==> config.mk <==
export PLATFORM = sky130hd
export DESIGN_NAME = c_declaration_tokenizer_top_flat
export DESIGN_NICKNAME = d
export VERILOG_FILES = /design/src/rtl/cdt_pkg.sv /design/src/rtl/cdt_in_if.sv /design/src/rtl/cdt_out_if.sv /design/src/rtl/cdt_scanner.sv /design/src/rtl/cdt_token_queue.sv /design/src/rtl/c_declaration_tokenizer_top.sv /design/src/flat_wrapper.sv
export SDC_FILE = /design/constraint.sdc
export NUM_CORES = 1
export LEC_CHECK = 0
export ABC_AREA = 1
export BUFFER_PORTS_ARGS = -buffer_cell sky130_fd_sc_hd__buf_2
export CAP_MARGIN = 10
export CORE_MARGIN = 8
export CORE_UTILIZATION = 45
export DETAILED_ROUTE_END_ITERATION = 7
export PLACE_DENSITY = 0.57
export SLEW_MARGIN = 20
export SYNTH_ARGS = -nofsm -noshare
export SYNTH_HDL_FRONTEND = slang
export SYNTH_SLANG_ARGS = --single-unit
==> constraint.sdc <==
create_clock -name clk_i -period 10 [get_ports clk_i]
set_clock_uncertainty 0.1 [all_clocks]
set_input_delay 2 -clock clk_i [delete_from_list [all_inputs] [get_ports clk_i]]
set_output_delay 2 -clock clk_i [all_outputs]
set_load 0.01 [all_outputs]
==> src/rtl/cdt_pkg.sv <==
`timescale 1ns / 1ps

package cdt_pkg;

  // Default width of the text position, the pending token start and the pending length.
  localparam int unsigned POSITION_BITS = 16;

  // Width of the start and length fields of a token on the result channel.
  localparam int unsigned FIELD_BITS = 16;

  // The result queue holds this many tokens. It must be a power of two.
  localparam int unsigned QUEUE_DEPTH    = 8;
  localparam int unsigned QUEUE_IDX_BITS = $clog2(QUEUE_DEPTH);
  localparam int unsigned QUEUE_CNT_BITS = QUEUE_IDX_BITS + 1;

  // Token kinds as they appear on the result channel.
  typedef enum logic [3:0] {
    KIND_EOF      = 4'd0,
    KIND_IDENT    = 4'd1,
    KIND_NUMBER   = 4'd2,
    KIND_LBRACE   = 4'd3,
    KIND_RBRACE   = 4'd4,
    KIND_LPAREN   = 4'd5,
    KIND_RPAREN   = 4'd6,
    KIND_SEMI     = 4'd7,
    KIND_COMMA    = 4'd8,
    KIND_STAR     = 4'd9,
    KIND_LBRACKET = 4'd10,
    KIND_RBRACKET = 4'd11,
    KIND_TYPEDEF  = 4'd12,
    KIND_STRUCT   = 4'd13,
    KIND_VOID     = 4'd14,
    KIND_UNKNOWN  = 4'd15
  } tok_kind_e;

  // One token as it is stored in the result queue.
  typedef struct packed {
    tok_kind_e               kind;
    logic [FIELD_BITS-1:0]   start;
    logic [FIELD_BITS-1:0]   length;
    logic                    last;
  } token_t;

  // Tokens that the scanner hands to the queue in one cycle, first in order first.
  // The second one is only valid when the first one is.
  typedef struct packed {
    logic   first_valid;
    token_t first;
    logic   second_valid;
    token_t second;
  } push_t;

endpackage

==> src/rtl/cdt_in_if.sv <==
`timescale 1ns / 1ps

// Character channel: one text byte or the end of text marker per request.
interface cdt_in_if;
  logic       valid;
  logic       ready;
  logic       req_type;
  logic [7:0] char_byte;

  modport source (output valid, output req_type, output char_byte, input ready);
  modport sink (input valid, input req_type, input char_byte, output ready);
endinterface

==> src/rtl/cdt_out_if.sv <==
`timescale 1ns / 1ps

// Token channel: one token per request.
interface cdt_out_if;
  logic                            valid;
  logic                            ready;
  logic [3:0]                      tok_kind;
  logic [cdt_pkg::FIELD_BITS-1:0]  token_start;
  logic [cdt_pkg::FIELD_BITS-1:0]  token_length;
  logic                            last_of_run;

  modport source (output valid, output tok_kind, output token_start,
                  output token_length, output last_of_run, input ready);
  modport sink (input valid, input tok_kind, input token_start,
                input token_length, input last_of_run, output ready);
endinterface

==> src/rtl/cdt_scanner.sv <==
`timescale 1ns / 1ps

module cdt_scanner #(
  parameter int unsigned POSITION_BITS = cdt_pkg::POSITION_BITS
) (
  input  logic            clk_i,
  input  logic            rst_ni,
  input  logic            item_valid_i,
  input  logic            req_type_i,
  input  logic [7:0]      char_byte_i,
  output cdt_pkg::push_t  push_o
);

  // Scan mode codes.
  localparam logic [2:0] MODE_IDLE       = 3'd0;
  localparam logic [2:0] MODE_IDENT      = 3'd1;
  localparam logic [2:0] MODE_NUMBER     = 3'd2;
  localparam logic [2:0] MODE_SLASH      = 3'd3;
  localparam logic [2:0] MODE_BLOCK      = 3'd4;
  localparam logic [2:0] MODE_BLOCK_STAR = 3'd5;
  localparam logic [2:0] MODE_LINE       = 3'd6;

  // Characters with a meaning of their own.
  localparam logic [7:0] CH_SPACE      = 8'h20;
  localparam logic [7:0] CH_TAB        = 8'h09;
  localparam logic [7:0] CH_NEWLINE    = 8'h0A;
  localparam logic [7:0] CH_VTAB       = 8'h0B;
  localparam logic [7:0] CH_FORMFEED   = 8'h0C;
  localparam logic [7:0] CH_RETURN     = 8'h0D;
  localparam logic [7:0] CH_SLASH      = 8'h2F;
  localparam logic [7:0] CH_STAR       = 8'h2A;
  localparam logic [7:0] CH_UNDERSCORE = 8'h5F;
  localparam logic [7:0] CH_DIGIT_0    = 8'h30;
  localparam logic [7:0] CH_DIGIT_9    = 8'h39;
  localparam logic [7:0] CH_LOWER_A    = 8'h61;
  localparam logic [7:0] CH_LOWER_Z    = 8'h7A;
  localparam logic [7:0] CH_UPPER_A    = 8'h41;
  localparam logic [7:0] CH_UPPER_Z    = 8'h5A;
  localparam logic [7:0] CH_LBRACE     = 8'h7B;
  localparam logic [7:0] CH_RBRACE     = 8'h7D;
  localparam logic [7:0] CH_LPAREN     = 8'h28;
  localparam logic [7:0] CH_RPAREN     = 8'h29;
  localparam logic [7:0] CH_SEMI       = 8'h3B;
  localparam logic [7:0] CH_COMMA      = 8'h2C;
  localparam logic [7:0] CH_LBRACKET   = 8'h5B;
  localparam logic [7:0] CH_RBRACKET   = 8'h5D;

  // Keyword lengths: bit 0 typedef, bit 1 struct, bit 2 void.
  localparam int unsigned KW_LEN [3] = '{7, 6, 4};

  localparam logic [POSITION_BITS-1:0] POS_MAX = '1;
  localparam int unsigned FB = cdt_pkg::FIELD_BITS;

  logic [2:0]               mode_q, mode_d;
  logic [POSITION_BITS-1:0] pos_q, pos_d;
  logic [POSITION_BITS-1:0] start_q, start_d;
  logic [POSITION_BITS-1:0] len_q, len_d;
  logic [2:0]               kw_q, kw_d;

  logic                     is_space, is_digit, is_alpha, is_slash, is_star;
  logic                     punct_hit;
  cdt_pkg::tok_kind_e       punct_kind;
  logic                     flush_valid;
  cdt_pkg::tok_kind_e       flush_kind;
  logic [POSITION_BITS-1:0] pos_inc, len_inc;
  logic                     do_flush, do_idle;
  logic                     tok_a_v, tok_b_v;
  cdt_pkg::token_t          tok_a, tok_b;

  // Character of keyword k at index i.
  function automatic logic [7:0] kw_char(input logic [1:0] k, input logic [2:0] i);
    logic [7:0] ch;
    case ({k, i})
      5'b00_000: ch = "t";
      5'b00_001: ch = "y";
      5'b00_010: ch = "p";
      5'b00_011: ch = "e";
      5'b00_100: ch = "d";
      5'b00_101: ch = "e";
      5'b00_110: ch = "f";
      5'b01_000: ch = "s";
      5'b01_001: ch = "t";
      5'b01_010: ch = "r";
      5'b01_011: ch = "u";
      5'b01_100: ch = "c";
      5'b01_101: ch = "t";
      5'b10_000: ch = "v";
      5'b10_001: ch = "o";
      5'b10_010: ch = "i";
      5'b10_011: ch = "d";
      default:   ch = 8'h00;
    endcase
    return ch;
  endfunction

  // Drops every keyword that the character at index len cannot continue.
  function automatic logic [2:0] kw_step(input logic [2:0] m,
                                         input logic [POSITION_BITS-1:0] len,
                                         input logic [7:0] c);
    logic [2:0] r;
    for (int k = 0; k < 3; k++) begin
      r[k] = m[k] && (len < POSITION_BITS'(KW_LEN[k])) && (kw_char(2'(k), len[2:0]) == c);
    end
    return r;
  endfunction

  // Character classes.
  always_comb begin
    is_space = (char_byte_i == CH_SPACE) || (char_byte_i == CH_TAB) ||
               (char_byte_i == CH_NEWLINE) || (char_byte_i == CH_VTAB) ||
               (char_byte_i == CH_FORMFEED) || (char_byte_i == CH_RETURN);
    is_digit = (char_byte_i >= CH_DIGIT_0) && (char_byte_i <= CH_DIGIT_9);
    is_alpha = ((char_byte_i >= CH_LOWER_A) && (char_byte_i <= CH_LOWER_Z)) ||
               ((char_byte_i >= CH_UPPER_A) && (char_byte_i <= CH_UPPER_Z)) ||
               (char_byte_i == CH_UNDERSCORE);
    is_slash = (char_byte_i == CH_SLASH);
    is_star  = (char_byte_i == CH_STAR);
    punct_hit  = 1'b1;
    punct_kind = cdt_pkg::KIND_UNKNOWN;
    unique case (char_byte_i)
      CH_LBRACE:   punct_kind = cdt_pkg::KIND_LBRACE;
      CH_RBRACE:   punct_kind = cdt_pkg::KIND_RBRACE;
      CH_LPAREN:   punct_kind = cdt_pkg::KIND_LPAREN;
      CH_RPAREN:   punct_kind = cdt_pkg::KIND_RPAREN;
      CH_SEMI:     punct_kind = cdt_pkg::KIND_SEMI;
      CH_COMMA:    punct_kind = cdt_pkg::KIND_COMMA;
      CH_STAR:     punct_kind = cdt_pkg::KIND_STAR;
      CH_LBRACKET: punct_kind = cdt_pkg::KIND_LBRACKET;
      CH_RBRACKET: punct_kind = cdt_pkg::KIND_RBRACKET;
      default:     punct_hit  = 1'b0;
    endcase
  end

  // Kind of the token being collected, were it closed now.
  always_comb begin
    flush_valid = (mode_q == MODE_IDENT) || (mode_q == MODE_NUMBER) || (mode_q == MODE_SLASH);
    flush_kind  = cdt_pkg::KIND_UNKNOWN;
    if (mode_q == MODE_NUMBER) begin
      flush_kind = cdt_pkg::KIND_NUMBER;
    end else if (mode_q == MODE_IDENT) begin
      flush_kind = cdt_pkg::KIND_IDENT;
      if (kw_q[0] && (len_q == POSITION_BITS'(KW_LEN[0]))) begin
        flush_kind = cdt_pkg::KIND_TYPEDEF;
      end
      if (kw_q[1] && (len_q == POSITION_BITS'(KW_LEN[1]))) begin
        flush_kind = cdt_pkg::KIND_STRUCT;
      end
      if (kw_q[2] && (len_q == POSITION_BITS'(KW_LEN[2]))) begin
        flush_kind = cdt_pkg::KIND_VOID;
      end
    end
  end

  // Next scan state and the tokens that this character closes.
  always_comb begin
    pos_inc  = (pos_q != POS_MAX) ? pos_q + POSITION_BITS'(1) : pos_q;
    len_inc  = (len_q != POS_MAX) ? len_q + POSITION_BITS'(1) : len_q;
    mode_d   = mode_q;
    pos_d    = pos_q;
    start_d  = start_q;
    len_d    = len_q;
    kw_d     = kw_q;
    do_flush = 1'b0;
    do_idle  = 1'b0;
    tok_b_v  = 1'b0;

    tok_b.kind   = cdt_pkg::KIND_EOF;
    tok_b.start  = FB'(pos_q);
    tok_b.length = '0;
    tok_b.last   = 1'b1;

    if (item_valid_i) begin
      pos_d = pos_inc;
      if (req_type_i) begin
        // End of text: close what is pending, report the end, start over.
        do_flush = 1'b1;
        tok_b_v  = 1'b1;
        mode_d   = MODE_IDLE;
        pos_d    = '0;
        start_d  = '0;
        len_d    = '0;
        kw_d     = '1;
      end else begin
        unique case (mode_q)
          MODE_IDENT: begin
            if (is_alpha || is_digit) begin
              kw_d  = kw_step(kw_q, len_q, char_byte_i);
              len_d = len_inc;
            end else begin
              do_flush = 1'b1;
              do_idle  = 1'b1;
            end
          end
          MODE_NUMBER: begin
            if (is_digit) begin
              len_d = len_inc;
            end else begin
              do_flush = 1'b1;
              do_idle  = 1'b1;
            end
          end
          MODE_SLASH: begin
            if (is_star) begin
              mode_d = MODE_BLOCK;
            end else if (is_slash) begin
              mode_d = MODE_LINE;
            end else begin
              do_flush = 1'b1;
              do_idle  = 1'b1;
            end
          end
          MODE_BLOCK: begin
            if (is_star) begin
              mode_d = MODE_BLOCK_STAR;
            end
          end
          MODE_BLOCK_STAR: begin
            if (is_slash) begin
              mode_d = MODE_IDLE;
            end else if (!is_star) begin
              mode_d = MODE_BLOCK;
            end
          end
          MODE_LINE: begin
            if (char_byte_i == CH_NEWLINE) begin
              mode_d = MODE_IDLE;
            end
          end
          default: begin
            do_idle = 1'b1;
          end
        endcase

        // A character seen between tokens opens a token or is one, unless it is whitespace.
        if (do_idle) begin
          mode_d       = MODE_IDLE;
          tok_b.kind   = punct_hit ? punct_kind : cdt_pkg::KIND_UNKNOWN;
          tok_b.length = FB'(1);
          if (is_slash) begin
            mode_d  = MODE_SLASH;
            start_d = pos_q;
          end else if (is_digit) begin
            mode_d  = MODE_NUMBER;
            start_d = pos_q;
            len_d   = POSITION_BITS'(1);
          end else if (is_alpha) begin
            mode_d  = MODE_IDENT;
            start_d = pos_q;
            len_d   = POSITION_BITS'(1);
            kw_d    = kw_step(3'b111, '0, char_byte_i);
          end else if (!is_space) begin
            tok_b_v = 1'b1;
          end
        end
      end
    end

    tok_a_v      = do_flush && flush_valid;
    tok_a.kind   = flush_kind;
    tok_a.start  = FB'(start_q);
    tok_a.length = (mode_q == MODE_SLASH) ? FB'(1) : FB'(len_q);
    tok_a.last   = !tok_b_v;
  end

  // Pack the tokens in order so the first slot is always filled first.
  always_comb begin
    push_o.first_valid  = tok_a_v || tok_b_v;
    push_o.first        = tok_a_v ? tok_a : tok_b;
    push_o.second_valid = tok_a_v && tok_b_v;
    push_o.second       = tok_b;
  end

  // Scan state registers.
  always_ff @(posedge clk_i or negedge rst_ni) begin
    if (!rst_ni) begin
      mode_q  <= MODE_IDLE;
      pos_q   <= '0;
      start_q <= '0;
      len_q   <= '0;
      kw_q    <= '1;
    end else begin
      mode_q  <= mode_d;
      pos_q   <= pos_d;
      start_q <= start_d;
      len_q   <= len_d;
      kw_q    <= kw_d;
    end
  end

  // The end of text marker leaves the scanner as after reset.
  a_eof_restarts: assert property (@(posedge clk_i) disable iff (!rst_ni)
    item_valid_i && req_type_i |=> mode_q == MODE_IDLE && pos_q == '0 && kw_q == 3'b111)
    else $error("scanner did not restart after end of text");

  // Two tokens in one cycle: only the second one closes the run.
  a_pair_order: assert property (@(posedge clk_i) disable iff (!rst_ni)
    push_o.second_valid |-> push_o.first_valid && !push_o.first.last && push_o.second.last)
    else $error("token pair out of order");

endmodule

==> src/rtl/cdt_token_queue.sv <==
`timescale 1ns / 1ps

module cdt_token_queue (
  input  logic                                 clk_i,
  input  logic                                 rst_ni,
  input  cdt_pkg::push_t                       push_i,
  input  logic                                 pop_i,
  output cdt_pkg::token_t                      head_o,
  output logic                                 valid_o,
  output logic [cdt_pkg::QUEUE_CNT_BITS-1:0]   count_o
);

  localparam int unsigned IDX_BITS = cdt_pkg::QUEUE_IDX_BITS;
  localparam int unsigned CNT_BITS = cdt_pkg::QUEUE_CNT_BITS;

  cdt_pkg::token_t     mem_q [cdt_pkg::QUEUE_DEPTH];
  logic [IDX_BITS-1:0] head_q, head_d;
  logic [IDX_BITS-1:0] tail_q, tail_d;
  logic [IDX_BITS-1:0] tail_next;
  logic [CNT_BITS-1:0] count_q, count_d;
  logic [1:0]          n_push;
  logic                pop;

  // Pointer and fill count bookkeeping; the depth is a power of two so pointers wrap.
  always_comb begin
    n_push    = {1'b0, push_i.first_valid} + {1'b0, push_i.second_valid};
    pop       = pop_i && (count_q != '0);
    tail_next = tail_q + IDX_BITS'(1);
    tail_d    = tail_q + IDX_BITS'(n_push);
    head_d    = pop ? head_q + IDX_BITS'(1) : head_q;
    count_d   = count_q + CNT_BITS'(n_push) - CNT_BITS'(pop);
  end

  always_ff @(posedge clk_i or negedge rst_ni) begin
    if (!rst_ni) begin
      head_q  <= '0;
      tail_q  <= '0;
      count_q <= '0;
    end else begin
      head_q  <= head_d;
      tail_q  <= tail_d;
      count_q <= count_d;
    end
  end

  // Token storage, up to two writes per cycle at consecutive slots.
  always_ff @(posedge clk_i) begin
    if (push_i.first_valid) begin
      mem_q[tail_q] <= push_i.first;
    end
    if (push_i.second_valid) begin
      mem_q[tail_next] <= push_i.second;
    end
  end

  assign head_o  = mem_q[head_q];
  assign valid_o = (count_q != '0);
  assign count_o = count_q;

  // The input side must never push into a full queue.
  a_no_overflow: assert property (@(posedge clk_i) disable iff (!rst_ni)
    count_q <= CNT_BITS'(cdt_pkg::QUEUE_DEPTH))
    else $error("token queue overflow");

endmodule

==> src/rtl/c_declaration_tokenizer_top.sv <==
`timescale 1ns / 1ps

// Streaming tokenizer for C declaration text. Each request on in_i carries one
// text byte, or the end of text marker (req_type high), and one byte is taken
// every cycle while the token queue has room. A byte is registered on arrival,
// scanned in the next cycle, and any tokens it closes (at most two) land in an
// eight-entry token queue that drives out_o, so a token is offered on out_o once
// its closing byte has passed the input register and been written into the queue.
// out_o delivers one token per cycle while the queue is not empty; in_i drops ready
// only when the queue, counting the byte still in the input register, could not
// take two more tokens, so a text made mostly of one-character tokens runs at
// one byte per cycle as long as out_o keeps taking them. Tokens carry the
// offset of their first character and their length; last_of_run marks the last
// token that one byte produced. Whitespace and comments yield no tokens. Positions
// stop counting at their maximum. After the end of text marker the block starts
// a new text at offset zero. There is no start-up sweep after reset.
module c_declaration_tokenizer_top #(
  parameter int unsigned POSITION_BITS = cdt_pkg::POSITION_BITS
) (
  input  logic             clk_i,
  input  logic             rst_ni,
  cdt_in_if.sink           in_i,
  cdt_out_if.source        out_o
);

  localparam int unsigned CNT_BITS  = cdt_pkg::QUEUE_CNT_BITS;
  localparam int unsigned NEED_BITS = CNT_BITS + 1;

  logic                   stage_v_q;
  logic                   stage_type_q;
  logic [7:0]             stage_char_q;
  logic                   accept;
  logic [CNT_BITS-1:0]    queue_count;
  logic [NEED_BITS-1:0]   worst_fill;
  cdt_pkg::push_t         push;
  cdt_pkg::token_t        head;
  logic                   head_valid;

  // Room check: the byte in the input register and a new one may each add two tokens.
  always_comb begin
    worst_fill = NEED_BITS'(queue_count) + (stage_v_q ? NEED_BITS'(2) : '0) + NEED_BITS'(2);
  end

  assign in_i.ready = (worst_fill <= NEED_BITS'(cdt_pkg::QUEUE_DEPTH));
  assign accept     = in_i.valid && in_i.ready;

  // Input register.
  always_ff @(posedge clk_i or negedge rst_ni) begin
    if (!rst_ni) begin
      stage_v_q <= 1'b0;
    end else begin
      stage_v_q <= accept;
    end
  end

  always_ff @(posedge clk_i) begin
    if (accept) begin
      stage_type_q <= in_i.req_type;
      stage_char_q <= in_i.char_byte;
    end
  end

  cdt_scanner #(
    .POSITION_BITS (POSITION_BITS)
  ) u_scanner (
    .clk_i        (clk_i),
    .rst_ni       (rst_ni),
    .item_valid_i (stage_v_q),
    .req_type_i   (stage_type_q),
    .char_byte_i  (stage_char_q),
    .push_o       (push)
  );

  cdt_token_queue u_queue (
    .clk_i   (clk_i),
    .rst_ni  (rst_ni),
    .push_i  (push),
    .pop_i   (out_o.ready),
    .head_o  (head),
    .valid_o (head_valid),
    .count_o (queue_count)
  );

  // Result channel.
  assign out_o.valid        = head_valid;
  assign out_o.tok_kind     = head.kind;
  assign out_o.token_start  = head.start;
  assign out_o.token_length = head.length;
  assign out_o.last_of_run  = head.last;

  // A byte in the input register always finds room for both of its tokens.
  a_stage_fits: assert property (@(posedge clk_i) disable iff (!rst_ni)
    stage_v_q |-> NEED_BITS'(queue_count) + NEED_BITS'(2)
                  <= NEED_BITS'(cdt_pkg::QUEUE_DEPTH))
    else $error("input register holds a byte without queue room");

endmodule
==> src/flat_wrapper.sv <==
// flat-port wrapper written by rule: the top's interface ports become plain ports
module c_declaration_tokenizer_top_flat 
#(
  parameter int unsigned POSITION_BITS = cdt_pkg::POSITION_BITS
)
  (clk_i, rst_ni, in_i_valid, in_i_req_type, in_i_char_byte, in_i_ready, out_o_valid, out_o_tok_kind, out_o_token_start, out_o_token_length, out_o_last_of_run, out_o_ready);
  cdt_in_if in_i_i ();
  cdt_out_if out_o_i ();
  input  logic clk_i;
  input  logic rst_ni;
  input wire logic [$bits(in_i_i.valid)-1:0] in_i_valid;
  input wire logic [$bits(in_i_i.req_type)-1:0] in_i_req_type;
  input wire logic [$bits(in_i_i.char_byte)-1:0] in_i_char_byte;
  output wire logic [$bits(in_i_i.ready)-1:0] in_i_ready;
  output wire logic [$bits(out_o_i.valid)-1:0] out_o_valid;
  output wire logic [$bits(out_o_i.tok_kind)-1:0] out_o_tok_kind;
  output wire logic [$bits(out_o_i.token_start)-1:0] out_o_token_start;
  output wire logic [$bits(out_o_i.token_length)-1:0] out_o_token_length;
  output wire logic [$bits(out_o_i.last_of_run)-1:0] out_o_last_of_run;
  input wire logic [$bits(out_o_i.ready)-1:0] out_o_ready;
  assign in_i_i.valid = in_i_valid;
  assign in_i_i.req_type = in_i_req_type;
  assign in_i_i.char_byte = in_i_char_byte;
  assign in_i_ready = in_i_i.ready;
  assign out_o_valid = out_o_i.valid;
  assign out_o_tok_kind = out_o_i.tok_kind;
  assign out_o_token_start = out_o_i.token_start;
  assign out_o_token_length = out_o_i.token_length;
  assign out_o_last_of_run = out_o_i.last_of_run;
  assign out_o_i.ready = out_o_ready;
  c_declaration_tokenizer_top #(.POSITION_BITS(POSITION_BITS)) u_core (.clk_i(clk_i), .rst_ni(rst_ni), .in_i(in_i_i), .out_o(out_o_i));
endmodule
# --- After elaboration in Yosys (flattened, before gate mapping) ---
# Memories as Yosys holds them, arrays and structs flattened.
# Index checks and enable logic that the tools add are counted.
word_totals:
  mem_bits_rw: 296
  inputBits: 13
  register_bits: 74
  n_memories: 1
classes:
  muxes: 106
  reduce_logical: 41
  n_eq_ne: 44
  addsub: 10
  magnitude_cmp: 10
memory_table:
  columns: ["name", "words", "width", "rd", "rd_clocked_by_memory_dff", "write_ports", "line", "text"]
  rows:
  - ["u_core.u_queue.mem_q", 8, 37, 1, 0, 2, "cdt_token_queue.sv:16", "cdt_pkg::token_t mem_q [cdt_pkg::QUEUE_DEPTH];"]
ops:
  columns: ["op", "n"]
  rows:
  - ["16-bit 2-to-1 mux", 16]
  - ["8-bit 2-to-1 mux", 30]
  - ["8-bit by 6-bit equality test with 1-bit output (second input constant)", 7]
  - ["16-bit by 3-bit equality test with 1-bit output (second input constant)", 3]
  - ["8-bit equality test", 6]
  - ["16-bit by 3-bit < comparator with 1-bit output (second input constant)", 3]
  - ["3-bit 2-to-1 mux", 15]
  - ["7-bit one-hot mux with 6 select lines", 1]
  - ["8-bit by 4-bit equality test with 1-bit output (second input constant)", 5]
  - ["8-bit by 7-bit equality test with 1-bit output (second input constant)", 5]
  - ["37-bit 2-to-1 mux", 1]
  - ["4-bit 2-to-1 mux", 9]
  - ["4-bit one-hot mux with 9 select lines", 1]
  - ["7-bit one-hot mux with 5 select lines", 1]
  - ["16-bit by 1-bit adder with 16-bit output (second input constant)", 2]
  - ["16-bit != test (second input constant)", 2]
  - ["16-bit one-hot mux with 2 select lines", 1]
  - ["7-bit one-hot mux with 4 select lines", 1]
  - ["1-bit 2-to-1 mux", 24]
  - ["3-bit equality test (second input constant)", 6]
  - ["8-bit by 7-bit greater-or-equal comparator with 1-bit output (second input constant)", 2]
  - ["8-bit by 7-bit less-or-equal comparator with 1-bit output (second input constant)", 2]
  - ["1-bit logical AND", 16]
  - ["3-bit by 2-bit equality test with 1-bit output (second input constant)", 4]
  - ["other kinds (29)", 48]

# --- Logic depth before layout (Yosys ltp) ---
depth:
  word_depth: 18
  depth_mapped: 24
  depth_no_buf: 22

# --- Cells and area by module ---
# A second synthesis with hierarchy kept.
unflattened:
  cells_unflattened: 3299
  area_unflattened_um2: 24315.8
modules_own_cells:
  columns: ["mod", "n_inst", "seq_area_each_um2", "area_per_inst_um2", "cells_per_inst"]
  rows:
  - ["cdt_token_queue", 1, 9138.8, 18770.5, 2456]
  - ["cdt_scanner", 1, 1355.0, 5127.4, 814]
  - ["c_declaration_tokenizer_top", 1, 295.3, 417.9, 29]

# --- Worst setup path after synthesis ---
# Ideal clock, no wire load.
synth_path:
  path_type: "reg2out"
  startpoint: "register u_core.stage_v_q"
  endpoint: "output in_i_ready"
  slack_ns: 6.166
  path_stages_with_launch: 11
  n_path_buf: 1
  arrival_time_ns: 1.734
  cell_sequence: "dfrtp_1 -> inv_1 -> clkbuf_1 -> ha_1 -> inv_1 -> ha_1 -> inv_1 -> ha_1 -> nor3b_1 -> nand3_1 -> nand2_1"
synth_via:
  elab_chain_len: 4
synth_rtl:
  columns: ["element", "line", "text"]
  rows:
  - ["start, declared", "c_declaration_tokenizer_top.sv:29", "logic stage_v_q;"]
  - ["start signal, assigned", "c_declaration_tokenizer_top.sv:52", "stage_v_q <= accept;"]
  - ["2-bit 2-to-1 mux", "c_declaration_tokenizer_top.sv:41", "worst_fill = NEED_BITS'(queue_count) + (stage_v_q ? NEED_BITS'(2) : '0) + NEED_BITS'(2);"]
  - ["4-bit by 5-bit adder with 5-bit output", "c_declaration_tokenizer_top.sv:41", null]
  - ["5-bit by 2-bit adder with 5-bit output", "c_declaration_tokenizer_top.sv:41", null]
  - ["5-bit by 4-bit less-or-equal comparator with 1-bit output", "c_declaration_tokenizer_top.sv:44", "assign in_i.ready = (worst_fill <= NEED_BITS'(cdt_pkg::QUEUE_DEPTH));"]
  - ["end, declared", "flat_wrapper.sv:14", "output wire logic [$bits(in_i_i.ready)-1:0] in_i_ready;"]
# Every way passes these cells.

# --- Final worst setup path ---
layout_path:
  startpoint: "register u_core.u_queue.head_q[0]"
  endpoint: "output out_o_token_start[5]"
layout_via:
  elab_chain_len: 1
layout_rtl:
  columns: ["element", "line", "text"]
  rows:
  - ["start, declared", "cdt_token_queue.sv:17", "logic [IDX_BITS-1:0] head_q, head_d;"]
  - ["start signal, assigned", "cdt_token_queue.sv:36", "head_q <= '0;"]
  - ["start signal, assigned", "cdt_token_queue.sv:40", "head_q <= head_d;"]
  - ["memory 8 x 37 bit", null, null]
  - ["end, declared", "flat_wrapper.sv:17", "output wire logic [$bits(out_o_i.token_start)-1:0] out_o_token_start;"]
# Every way passes these cells.

==> impl_metrics.tcl <==
set metrics [dict create \
    outcome "finished, final reports clean" \
    first_pass_iters 7 \
    final_cells 2883 \
    hpwl_um 40000 \
    final_nets 2340 \
    ios 52 \
    htree_num_levels 2 \
    routed_via_density 5.86 \
    final_common_cell "nand2_1" \
    wirelength_um 62300 \
    worstPathRequired_ns 7.90 \
    crit_start "u_core.u_queue.head_q[0]" \
    drive_gt1_share_pct 10.1 \
    die-area_sq_mm 0.0497 \
    drtIter0Drc 1673 \
    ys_seq_elements 370 \
    power_mw 6.25 \
    power_density_mw_per_mm2 295 \
    clockBufferDepth 3 \
    hold_ws_ns 0.354 \
    numPortBuffers 51 \
    wire_per_inst_um 21.6 \
    placed_area_sq_mm 0.0197 \
    grt_pass1_wl_um 95900 \
    core_region_area_sq_mm 0.0427 \
    dp.cells 2804 \
    period_share_pct 57.8 \
    cp-start-kind "register" \
    cts_num_sinks 370 \
    slew_headroom_pct 26.3 \
    finalInstanceArea_sq_mm 0.0212 \
    top_layer_used "met4" \
    synth_cell_types 55 \
    hold_class "reg -> reg" \
    place_ws_ns 4.65 \
    syn_to_final_growth_pct 9.82 \
    grt_antenna_before_repair 0 \
    finalCriticalPeriod_ns 5.78 \
    hold_viol 0 \
    worst_pin_slew_ns 1.10 \
    mappedNetlistArea_sq_mm 0.0193 \
    ctsHoldBuffers 0 \
    vdd_ir_drop_max_v 0.000179 \
    clk_latency_ns 0.58 \
    vias 16883 \
    post_cts_resized 0 \
    drc_errors 0 \
    place.gp.congestion 0.877 \
    grt_max_degree 103 \
    gr-total-overflow 0 \
    rsz0062_at_grt "no" \
    grt_pass1_vias 15924 \
    max_freq_ghz 0.173 \
    syn_inst 2329 \
    nFillCells 4179 \
    drv_slew 0 \
    numCtsBuffers 43 \
    rows 76 \
    die-height_um 223 \
    start_util_pct 45.1 \
    arrival_ns 3.68 \
    diodes 0 \
    r2r-start "u_core.u_scanner.mode_q[2]" \
    yosys_warnings 0 \
    setup_tns_ns 0 \
    wl_met2_um 27600 \
    crit_path_end_kind "output port" \
    cts.reportedPaths.clkPinSlew_ns 0.06 \
    post_cts_buffers 0 \
    cts-root-buf "clkbuf_16" \
    cap_violations 0 \
    critPathKind "reg -> out" \
    path_max_fanout 102 \
    p_leak_nw 8.23 \
    setup_slack_ns 4.22 \
    yosysSeqAreaShare_pct 49.3 \
    gr-usage-all-layers_pct 24.4 \
    die_w_um 223 \
    syn-num-nets 2366 \
    setup_violations 0 \
    min_from "u_core.u_queue.mem_q[0][10]" \
    wl_met3_um 4950 \
    final_cell_mix "nand2_1, nor2_1, o21ai_0" \
    ant_nets 0 \
    wl_met1_um 28400 \
    avgSynthCellArea_sq_um 8.27 \
    finish.utilization_pct 49.6 \
    cts_tree "built" \
]
==> cells by family (layout without fill, tap and decap cells) <==
logic type | Yosys count | in the layout | synth area share (%)
adder cells (fa/ha/maj) | 24 | 24 | 1.64
XOR/XNOR | 13 | 13 | 0.591
buffers and inverters | 357 | 365 | 7.73
AND/OR/NAND/NOR | 918 | 918 | 20.9
AO/OA/AOI/OAI | 647 | 647 | 19.8
flip-flops | 370 | 370 | 49.3
==> metal layers <==
layer,up-vias,global-route usage [%]
met5,-,0
met4,0,6.52
met3,90,4.91
li1,7992,-
met2,682,37.4
met1,8119,34.8
==> final timing paths <==
kind	slack, ns	cells after the start	to
max	4.22	7	out_o_token_start[5]
min	0.35	2	u_core.u_queue.mem_q[0][10]
max reg2reg	4.72	14	u_core.u_queue.mem_q[5][24]
min reg2reg	0.35	2	u_core.u_queue.mem_q[0][10]
max in group asynchronous	7.67	1	u_core.u_queue.head_q[0]
min in group asynchronous	1.45	1	u_core.u_scanner.len_q[13]
==> cell usage after synthesis (all sizes together) <==
master / instances / area [sq um]
a211oi: 1 / 7.51
o22ai: 217 / 1370
buf: 45 / 287
nand4: 12 / 90.1
nand3b: 6 / 45.0
clkinv: 14 / 52.6
dfxtp: 128 / 2560
and2: 1 / 6.26
dfrtp: 62 / 1550
edfxtp: 177 / 5320
dfstp: 3 / 78.8
o21ai: 290 / 1640
nand3: 147 / 846
fa: 2 / 40.0
o211ai: 12 / 90.1
xor2: 11 / 96.3
inv: 197 / 749
nor4: 3 / 25.0
nor3: 24 / 136
a21boi: 1 / 7.51
a21oi: 80 / 400
nor3b: 1 / 7.51
a31oi: 39 / 244
clkbuf: 101 / 400
a22oi: 2 / 15.0
o31ai: 5 / 37.5
or2: 2 / 12.5
xnor2: 2 / 17.5
nand2: 448 / 1820
ha: 22 / 275
nor2: 274 / 1050
==> sequential cells by signal, indices dropped and copies added, names as in the netlist <==
register	cells
u_core.u_scanner.start_q	16
u_core.stage_char_q	8
u_core.stage_type_q	1
u_core.u_queue.head_q	3
u_core.stage_v_q	1
u_core.u_scanner.kw_q	3
u_core.u_scanner.mode_q	3
u_core.u_queue.tail_q	3
u_core.u_queue.mem_q	296
u_core.u_scanner.len_q	16
u_core.u_scanner.pos_q	16
u_core.u_queue.count_o	4
==> worst max-delay path, stage by stage, from the launching register on <==
cell and delay (ns):
dfrtp_4 0.66, inv_4 0.44, buf_4 0.90, o21ai_0 0.19, o22ai_1 0.20, nor2_1 0.06, a31oi_1 0.39, buf_2 0.22
==> layout make-up <==
| cell class | instances | area, sq um | area share [%] |
|---|---|---|---|
| repair buffers | 75 | 438 | 2.07 |
| clock buffers | 56 | 1230 | 5.80 |
| multi-input cells | 1602 | 8280 | 39.1 |
| flip-flops and latches | 370 | 9510 | 44.9 |
| inverters | 211 | 805 | 3.80 |
| clock inverters | 23 | 215 | 1.02 |
| well taps | 546 | 683 | 3.23 |
==> power breakdown <==
group          switching [mW]  internal [mW]  leakage [nW]
combinational            1.78          0.759          3.96
clock                   0.664          0.949         0.721
sequential              0.210           1.89          3.55
total                    2.66           3.59          8.23
(Power assumes the default switching activity.)
